$ cat config.mk
export PLATFORM = sky130hd
export DESIGN_NAME = pcd_csr
export DESIGN_NICKNAME = d
export VERILOG_FILES = /design/src/hw/rtl/pcd_pkg.sv /design/src/hw/rtl/pcd_csr.sv
export SDC_FILE = /design/constraint.sdc
export NUM_CORES = 1
export LEC_CHECK = 0
export BUFFER_PORTS_ARGS = -buffer_cell sky130_fd_sc_hd__buf_4
export CORE_MARGIN = 2
export CORE_UTILIZATION = 49
export CTS_BUF_LIST = sky130_fd_sc_hd__clkbuf_8
export DETAILED_ROUTE_END_ITERATION = 10
export PLACE_DENSITY = 0.94
export SETUP_SLACK_MARGIN = 0.1
export SYNTH_ARGS = -nofsm -noshare
export SYNTH_HDL_FRONTEND = slang
export SYNTH_SLANG_ARGS = --single-unit
$ cat constraint.sdc
create_clock -name clock -period 1.3 [get_ports clock]
set_input_delay 0.065 -clock clock [delete_from_list [all_inputs] [get_ports clock]]
set_output_delay 0.065 -clock clock [all_outputs]
set_load 0.01 [all_outputs]
$ cat src/hw/rtl/pcd_pkg.sv
`default_nettype none

package pcd_pkg;

   // Field widths
   localparam int ACTION_W   = 2;
   localparam int COORD_W    = 31;
   localparam int SPAN_W     = 20;
   localparam int CLIP_W     = 16;
   localparam int CODE_W     = 3;
   localparam int QUERY_W    = 10;
   localparam int COUNT_W    = 16;
   localparam int LENGTH_W   = 11;
   localparam int SLOT_W     = 11;
   localparam int SKIP_W     = 32;
   localparam int ALU_W      = 33;
   localparam int BASE_KINDS = 5;
   localparam int KIND_W     = 3;

   // APB port
   localparam int APB_DATA_W = 32;
   localparam int APB_ADDR_W = 3;

   // Register indexes (paddr[2])
   localparam logic REG_WINDOW_BEGIN  = 1'b0;
   localparam logic REG_WINDOW_LENGTH = 1'b1;

   localparam logic [COORD_W-1:0]  WINDOW_BEGIN_RESET  = '0;
   localparam logic [LENGTH_W-1:0] WINDOW_LENGTH_RESET = 11'd1024;

   // Item actions
   localparam logic [ACTION_W-1:0] ACT_READ_START = 2'd0;
   localparam logic [ACTION_W-1:0] ACT_READ_BASE  = 2'd1;
   localparam logic [ACTION_W-1:0] ACT_QUERY      = 2'd2;
   localparam logic [ACTION_W-1:0] ACT_CLEAR      = 2'd3;

   // Base codes
   localparam logic [CODE_W-1:0] CODE_N     = 3'd3;
   localparam logic [CODE_W-1:0] CODE_LIMIT = 3'd5;

   localparam logic [COUNT_W-1:0] COUNT_MAX = '1;
   localparam logic [KIND_W-1:0]  KIND_LAST = 3'd4;

   typedef logic [BASE_KINDS-1:0][COUNT_W-1:0] count_row_type;

   typedef struct packed {
      logic [COORD_W-1:0]  window_begin;
      logic [LENGTH_W-1:0] window_length;
   } cfg_type;

   typedef struct packed {
      logic          cov_we;
      logic          row_we;
      logic [COUNT_W-1:0] cov_data;
      count_row_type row_data;
   } store_cmd_type;

   typedef enum logic [3:0] {
      ST_CLEAR,
      ST_IDLE,
      ST_DIFF,
      ST_LAST,
      ST_BOUNDS,
      ST_COV_RD,
      ST_COV_WR,
      ST_BASE_RD,
      ST_BASE_WR,
      ST_QRY_RD,
      ST_QRY_CMP,
      ST_QRY_OUT
   } state_type;

endpackage

`default_nettype wire

$ cat src/hw/rtl/pcd_csr.sv
`default_nettype none

module pcd_csr import pcd_pkg::*; (
   input  logic                  clock,
   input  logic                  reset,
   input  logic                  psel,
   input  logic                  penable,
   input  logic                  pwrite,
   input  logic [APB_ADDR_W-1:0] paddr,
   input  logic [APB_DATA_W-1:0] pwdata,
   output logic [APB_DATA_W-1:0] prdata,
   output logic                  pready,
   output cfg_type               cfg
);

   cfg_type cfg_ff, cfg_in;
   logic    wr_en;

   assign wr_en  = psel & penable & pwrite;
   assign pready = 1'b1;
   assign cfg    = cfg_ff;

   always_comb begin
      cfg_in = cfg_ff;
      if (wr_en) begin
         unique case (paddr[2])
            REG_WINDOW_BEGIN:  cfg_in.window_begin  = pwdata[COORD_W-1:0];
            REG_WINDOW_LENGTH: cfg_in.window_length = pwdata[LENGTH_W-1:0];
            default: ;
         endcase
      end
   end

   always_comb begin
      unique case (paddr[2])
         REG_WINDOW_BEGIN:  prdata = APB_DATA_W'(cfg_ff.window_begin);
         REG_WINDOW_LENGTH: prdata = APB_DATA_W'(cfg_ff.window_length);
         default:           prdata = '0;
      endcase
   end

   always_ff @(posedge clock) begin
      if (reset) begin
         cfg_ff.window_begin  <= WINDOW_BEGIN_RESET;
         cfg_ff.window_length <= WINDOW_LENGTH_RESET;
      end else begin
         cfg_ff <= cfg_in;
      end
   end

endmodule

`default_nettype wire

==> Yosys cells after proc, flatten, opt, wreduce, memory -nomap -nowiden <==
Cells that the tools add are included.
{ "classes": {"n_bitwise": 3, "n_mux": 1, "reduce_logical": 2} }
{ "op_table": {"columns": ["cell", "count"], "rows": [
  ["$pmux W32 S2", 1],
  ["$reduce_and A2 Y1", 2],
  ["$and A1 B1 Y1", 2],
  ["$not A1 Y1", 1]
]} }
{ "word_totals": {"out_inout_bits": 75, "regBits": 42, "in_bits": 40} }

==> Depth between registers and ports, before layout <==
Gate-level depths: netlist of the first run.
{ "logic_depth": {"depth_word": 3, "ltp_mapped": 4} }

==> Least setup slack after synthesis of the first run <==
Ideal clock, no wire load.
{ "synth_timing": {"path_kind": "input-to-reg", "from": "input paddr[2]", "to": "register cfg_ff, in the netlist cfg[11]", "t_arrival_ps": 728, "setup_time_ps": 72, "required_time_ps": 1228, "setup_slack_ps": 500, "stages": 4, "path_cell_list": "and4b_1 -> buf_6 -> buf_6 -> mux2i_1"} }
{ "synth_between": {"elab_chain_cells": 2} }
{ "synth_lines": {"columns": ["element", "line_no", "rtl"], "rows": [
  ["start: declaration", "pcd_csr.sv:9", "input logic [APB_ADDR_W-1:0] paddr,"],
  ["$not A1 Y1", null, null],
  ["$reduce_and A2 Y1 (no source line)", null, null],
  ["end signal: assignment", "pcd_csr.sv:47", "cfg_ff <= cfg_in;"],
  ["end: declaration", "pcd_csr.sv:16", "cfg_type cfg_ff, cfg_in;"]
]} }
No other way between the ends.
A chain may end at the register's enable or synchronous reset.

==> Final worst setup path of the first run <==
{ "layout_timing": {"from": "register cfg_ff, in the netlist cfg[21]", "to": "output prdata[10]"} }
{ "layout_between": {"elab_chain_cells": 1} }
{ "layout_lines": {"columns": ["element", "line_no", "rtl"], "rows": [
  ["$pmux W32 S2", "pcd_csr.sv:35", "unique case (paddr[2])"],
  ["end: declaration", "pcd_csr.sv:11", "output logic [APB_DATA_W-1:0] prdata,"]
]} }
No other way between the ends. The select of a mux whose other input is x is not followed.

==> results.sh, run 1 <==
export IMPL_outcome="finished, final reports clean"
export IMPL_port_buffers=109
export IMPL_pwr_share_clk=0.305
export IMPL_preCtsSetupSlack_ps=246
export IMPL_max_freq_mhz=916
export IMPL_ctsResizeCount=0
export IMPL_drv_cap=0
export IMPL_setup_tns_ps=0
export IMPL_detail_route_first_pass_iterations=4
export IMPL_fin_nets=353
export IMPL_boundaryPins=115
export IMPL_clock_path_buffers=2
export IMPL_yosys_area_share_adder=0
export IMPL_drc=0
export IMPL_mostFrequentLayoutCell="buf_4"
export IMPL_startpoint_type="register"
export IMPL_design_power_total_uw=2440
export IMPL_cts_reportedPaths_clkPinSlew_ps=70
export IMPL_synthXorXnorAreaFrac=0
export IMPL_dpl_cell_area_mm2=0.00292
export IMPL_overflow=0
export IMPL_cts_tree="built"
export IMPL_crit_type="register to output pin"
export IMPL_htree_levels=2
export IMPL_postSynthCellCount=211
export IMPL_cts_root_buf="clkbuf_8"
export IMPL_placed_cells=356
export IMPL_viasPerCell=4.87
export IMPL_clk_latency_ps=280
export IMPL_min_path_type="input pin to register"
export IMPL_dp_hpwl_mm=3.53
export IMPL_wl_per_cell_um=13.1
export IMPL_post_cts_buffers=0
export IMPL_vdd_ir_drop_max_v=0.000548
export IMPL_avgSynthCellArea_um2=9.95
export IMPL_min_period_ps=1090
export IMPL_grt_pass1_wl_mm=7.80
export IMPL_p_per_area_mw_per_mm2=815
export IMPL_most_common_layout_cells="112 x buf_4, 72 x nand2b_1, 42 x mux2i_1, 42 x dfxtp_1, 20 x nor2b_1"
export IMPL_worstPathCellList="mux2_2 -> buf_4"
export IMPL_p_sw_uw=557
export IMPL_grt_max_degree=75
export IMPL_maxSlewViolCount=0
export IMPL_drtAntennaViolNets=0
export IMPL_leakage_uw=0.00140
export IMPL_pwr_share_seq=0.548
export IMPL_routed_wl_mm=4.77
export IMPL_post_route_period_util=0.839
export IMPL_finalSetupViolations=0
export IMPL_area_growth_pct=42.6
export IMPL_critPathRequiredTime_ps=1240
export IMPL_hold_violations=0
export IMPL_slowest_delay_ps=340
export IMPL_synth_compound_area_share=0
export IMPL_synth_seq_cells=42
export IMPL_start_util=0.517
export IMPL_yosysUniqueCellTypes=13
export IMPL_synth_simple_area_share=0.285
export IMPL_synthMuxAreaShare=0.259
export IMPL_insertedDiodeCount=0
export IMPL_grt_antenna_before_repair=0
export IMPL_clkSinkCount=42
export IMPL_drive_gt1_frac=0.415
export IMPL_die_width_um=69.5
export IMPL_ys_warn_count=0
export IMPL_dieArea_mm2=0.00482
export IMPL_n_fill_cell=309
export IMPL_cts_inserted_buffers=5
export IMPL_swShare=0.228
export IMPL_fin_skew_ps=0
export IMPL_dr_first_iter_drc_count=92
export IMPL_cell_internal_pwr_uw=1880
export IMPL_instances_no_fill=363
export IMPL_slowest_stage="dfxtp_1"
export IMPL_grt_pass1_vias=1740
export IMPL_final_area_mm2=0.00299
export IMPL_die_h_um=69.5
export IMPL_rsz0062_at_grt="false"
export IMPL_largest_reg_flops=42
export IMPL_place_congestion=0.764
export IMPL_arrival_ps=1030
export IMPL_globalRouteTotalUtil=0.197
export IMPL_seq_area_frac_synth=0.400
export IMPL_vias=1767
export IMPL_core_area_mm2=0.00406
export IMPL_worst_path_max_fanout=3
export IMPL_cts_hold_buf=0
export IMPL_synth_top_family_by_area="simple AND/OR/NAND/NOR gates"
export IMPL_synth_cell_area_mm2=0.00210
export IMPL_fin_ws_ps=209
export IMPL_synth_nets=251
export IMPL_critPathCaptureType="output pin"
export IMPL_rows=23
export IMPL_combinationalPowerShare=0.147
through the flow:
step                      utilization  hold WS (ps)
after floorplan                     -           220
after global routing            0.738          38.8
after global placement          0.719           324
final                           0.738          44.1
after CTS                       0.738          38.1
after detailed placement        0.719           342
cell usage after synthesis:
master / number / area share
nand2b_1: 72 / 0.21
dfxtp_1: 42 / 0.40
mux2i_1: 42 / 0.20
nor2b_1: 20 / 0.060
mux2_2: 11 / 0.059
clkbuf_1: 10 / 0.018
buf_6: 4 / 0.021
buf_2: 2 / 0.0048
buf_4: 2 / 0.0071
conb_1: 2 / 0.0036
nor2_1: 2 / 0.0036
and4b_1: 1 / 0.0048
nand4_1: 1 / 0.0030
worst max-delay path: cells and delay by family (launching register included):
family,cells,cell delay [ps]
buffers and inverters,1,140
flip-flops,1,340
multiplexers,1,260
metal layers:
metal	vias up	GRT usage	wire length, µm
met5	-	0	0
li1	875	-	-
met1	807	0.209	1910
met3	9	0.0552	361
met2	76	0.370	2420
met4	0	0.0675	79
cell families (layout without fill, tap and decap cells):
logic type / Yosys count / count (layout)
buffers and inverters: 18 / 120
muxes: 53 / 53
other: 2 / 2
DFF: 42 / 42
and+or+nand+nor: 96 / 96
cell type report:
| class | instances | area (µm²) | share of cell area |
|---|---|---|---|
| Multi-Input combinational cell | 151 | 1150 | 0.385 |
| Tap cell | 50 | 62.6 | 0.0209 |
| Timing Repair Buffer | 113 | 861 | 0.288 |
| Sequential cell | 42 | 841 | 0.281 |
| Clock buffer | 5 | 68.8 | 0.0230 |
| Clock inverter | 2 | 7.51 | 0.00251 |
power by group through the flow:
stage | Combinational, µW | Clock [µW] | Sequential (µW)
6_report | 358 | 744 | 1340
2_1_floorplan | 179 | 0 | 1380
3_5_place_dp | 363 | 0 | 1370
4_1_cts | 364 | 769 | 1340
5_1_grt | 388 | 820 | 1340
3_3_place_gp | 353 | 0 | 1360
path summary, 6_finish.rpt:
| path | slack [ps] | depth (start not counted) | startpoint | endpoint |
|---|---|---|---|---|
| max | 210 | 2 | cfg[21] | prdata[10] |
| min reg2reg | 480 | 2 | cfg[38] | cfg[38] |
| max reg2reg | 620 | 2 | cfg[12] | cfg[12] |
| min | 40 | 3 | pwdata[27] | cfg[38] |
Note: power is estimated with default switching activity, not from simulation.
==> inputs of run 2 (changes only) <==
CORE_UTILIZATION = 46   (was 49)
PLACE_DENSITY = 0.89   (was 0.94)
clock period = 1.1 ns   (was 1.3 ns; I/O delays follow)
==> run 2 against run 1 <==
Non-clock buffer count rose by 24. Via count rose by 5.9%. Clock skew did not move. Critical path type unchanged.
==> results.sh, run 2 (same netlist as run 1, synthesis figures left out) <==
export IMPL_area_growth_pct=59.3
export IMPL_maxSlewViolCount=0
export IMPL_fin_skew_ps=0
export IMPL_crit_type="register to output pin"
export IMPL_dr_first_iter_drc_count=74
export IMPL_globalRouteTotalUtil=0.205
export IMPL_critPathCaptureType="output pin"
export IMPL_dieArea_mm2=0.00512
export IMPL_post_route_period_util=0.964
export IMPL_drv_cap=0
export IMPL_cts_hold_buf=0
export IMPL_place_congestion=0.746
export IMPL_rows=24
export IMPL_die_width_um=71.6
export IMPL_busiest_layer="met2"
export IMPL_startpoint_type="register"
export IMPL_instances_no_fill=390
export IMPL_most_common_layout_cells="122 x buf_4, 72 x nand2b_1, 42 x mux2i_1"
export IMPL_dp_hpwl_mm=3.50
export IMPL_rsz0062_at_grt="true"
export IMPL_detail_route_first_pass_iterations=5
export IMPL_p_per_area_mw_per_mm2=917
export IMPL_leakage_uw=0.00159
export IMPL_placed_cells=360
export IMPL_vdd_ir_drop_max_v=0.000612
export IMPL_critPathRequiredTime_ps=1040
export IMPL_start_util=0.479
export IMPL_n_fill_cell=311
export IMPL_htree_levels=2
export IMPL_grt_pass1_vias=1843
export IMPL_grt_pass1_wl_mm=8.36
export IMPL_cts_tree="built"
export IMPL_drtAntennaViolNets=0
export IMPL_grt_antenna_before_repair=0
export IMPL_fin_nets=377
export IMPL_cts_reportedPaths_clkPinSlew_ps=80
export IMPL_design_power_total_uw=3070
export IMPL_port_buffers=109
export IMPL_grt_max_degree=75
export IMPL_vias=1872
export IMPL_min_path_type="input pin to register"
export IMPL_met1_usage=0.228
export IMPL_routed_wl_mm=5.17
export IMPL_overflow=0
export IMPL_wl_per_cell_um=13.3
export IMPL_drc=0
export IMPL_cts_root_buf="clkbuf_8"
export IMPL_max_freq_mhz=943
export IMPL_viasPerCell=4.80
export IMPL_multi_input_area_mm2=0.00118
export IMPL_arrival_ps=1010
export IMPL_drive_gt1_frac=0.589
export IMPL_min_period_ps=1060
export IMPL_hold_violations=0
export IMPL_grtUsageMet3=0.0577
export IMPL_clock_path_buffers=2
export IMPL_largest_reg_flops=42
export IMPL_core_area_mm2=0.00438
export IMPL_boundaryPins=115
export IMPL_outcome="finished, final reports clean"
export IMPL_mostFrequentLayoutCell="buf_4"
export IMPL_finalSetupViolations=0
export IMPL_cts_inserted_buffers=5
export IMPL_die_h_um=71.6
export IMPL_clkSinkCount=42
export IMPL_worst_path_max_fanout=2
export IMPL_insertedDiodeCount=0
export IMPL_clk_latency_ps=290
export IMPL_met2_usage=0.370
export IMPL_regArea_um2=890
export IMPL_setup_tns_ps=0
==> run 2: changes by cell type in the layout (fill, tap and decap cells not counted), sizes merged <==
cell    change
buf        +24
clkbuf      +1
clkinv      +1
inv         -1
==> run 2: worst paths after layout <==
kind              start        end  slack [ps]  cells past startpoint
min          pwdata[26]    cfg[37]          20                      3
max reg2reg     cfg[10]    cfg[10]         370                      3
min reg2reg     cfg[27]    cfg[27]         480                      2
max              cfg[1]  prdata[1]          40                      2
==> run 2: final cells by class <==
cell class	count	area share
timing repair buffer	137	0.335
clock inverter	2	0.00262
sequential	42	0.266
multi-input combinational	151	0.352
clock buffer	6	0.0247
tap	52	0.0195
==> run 2: metal layers <==
layer | vias up | routed length, µm
li1 | 930 | -
met1 | 859 | 1970
met2 | 72 | 2710
met3 | 11 | 401
met4 | 0 | 91
met5 | - | 0
==> run 2: critical path, stage by stage, from the launching register on <==
cell and delay, ps:
dfxtp_2 330, mux2_4 260, buf_6 120
==> run 2: repair_timing <==
| action | CTS | global route |
|---|---|---|
| setup buffers | 21 | 1 |
| setup endpoints to repair | 15 | 26 |
| gates resized for setup | 38 | 19 |
| pin swaps | 0 | 0 |
| cloned | 0 | 0 |
==> run 2: power breakdown <==
group	internal, µW	total (µW)	switching [µW]	leakage (µW)
Combinational	297	489	192	0.00117
Clock	497	999	502	0.0000524
Sequential	1560	1580	21.6	0.000358
Total	2350	3070	716	0.00159
==> run 2: per-stage QoR <==
step                setup slack [ps]   util  cell area (µm²)  hold slack (ps)
floorplan                        310      -             2100              210
global placement                 141  0.678             2970              318
detailed placement              84.0  0.678             2970              333
CTS                             24.2  0.752             3300             14.2
global route                    2.98  0.763             3340             18.2
finish                          39.9  0.763             3340             20.4
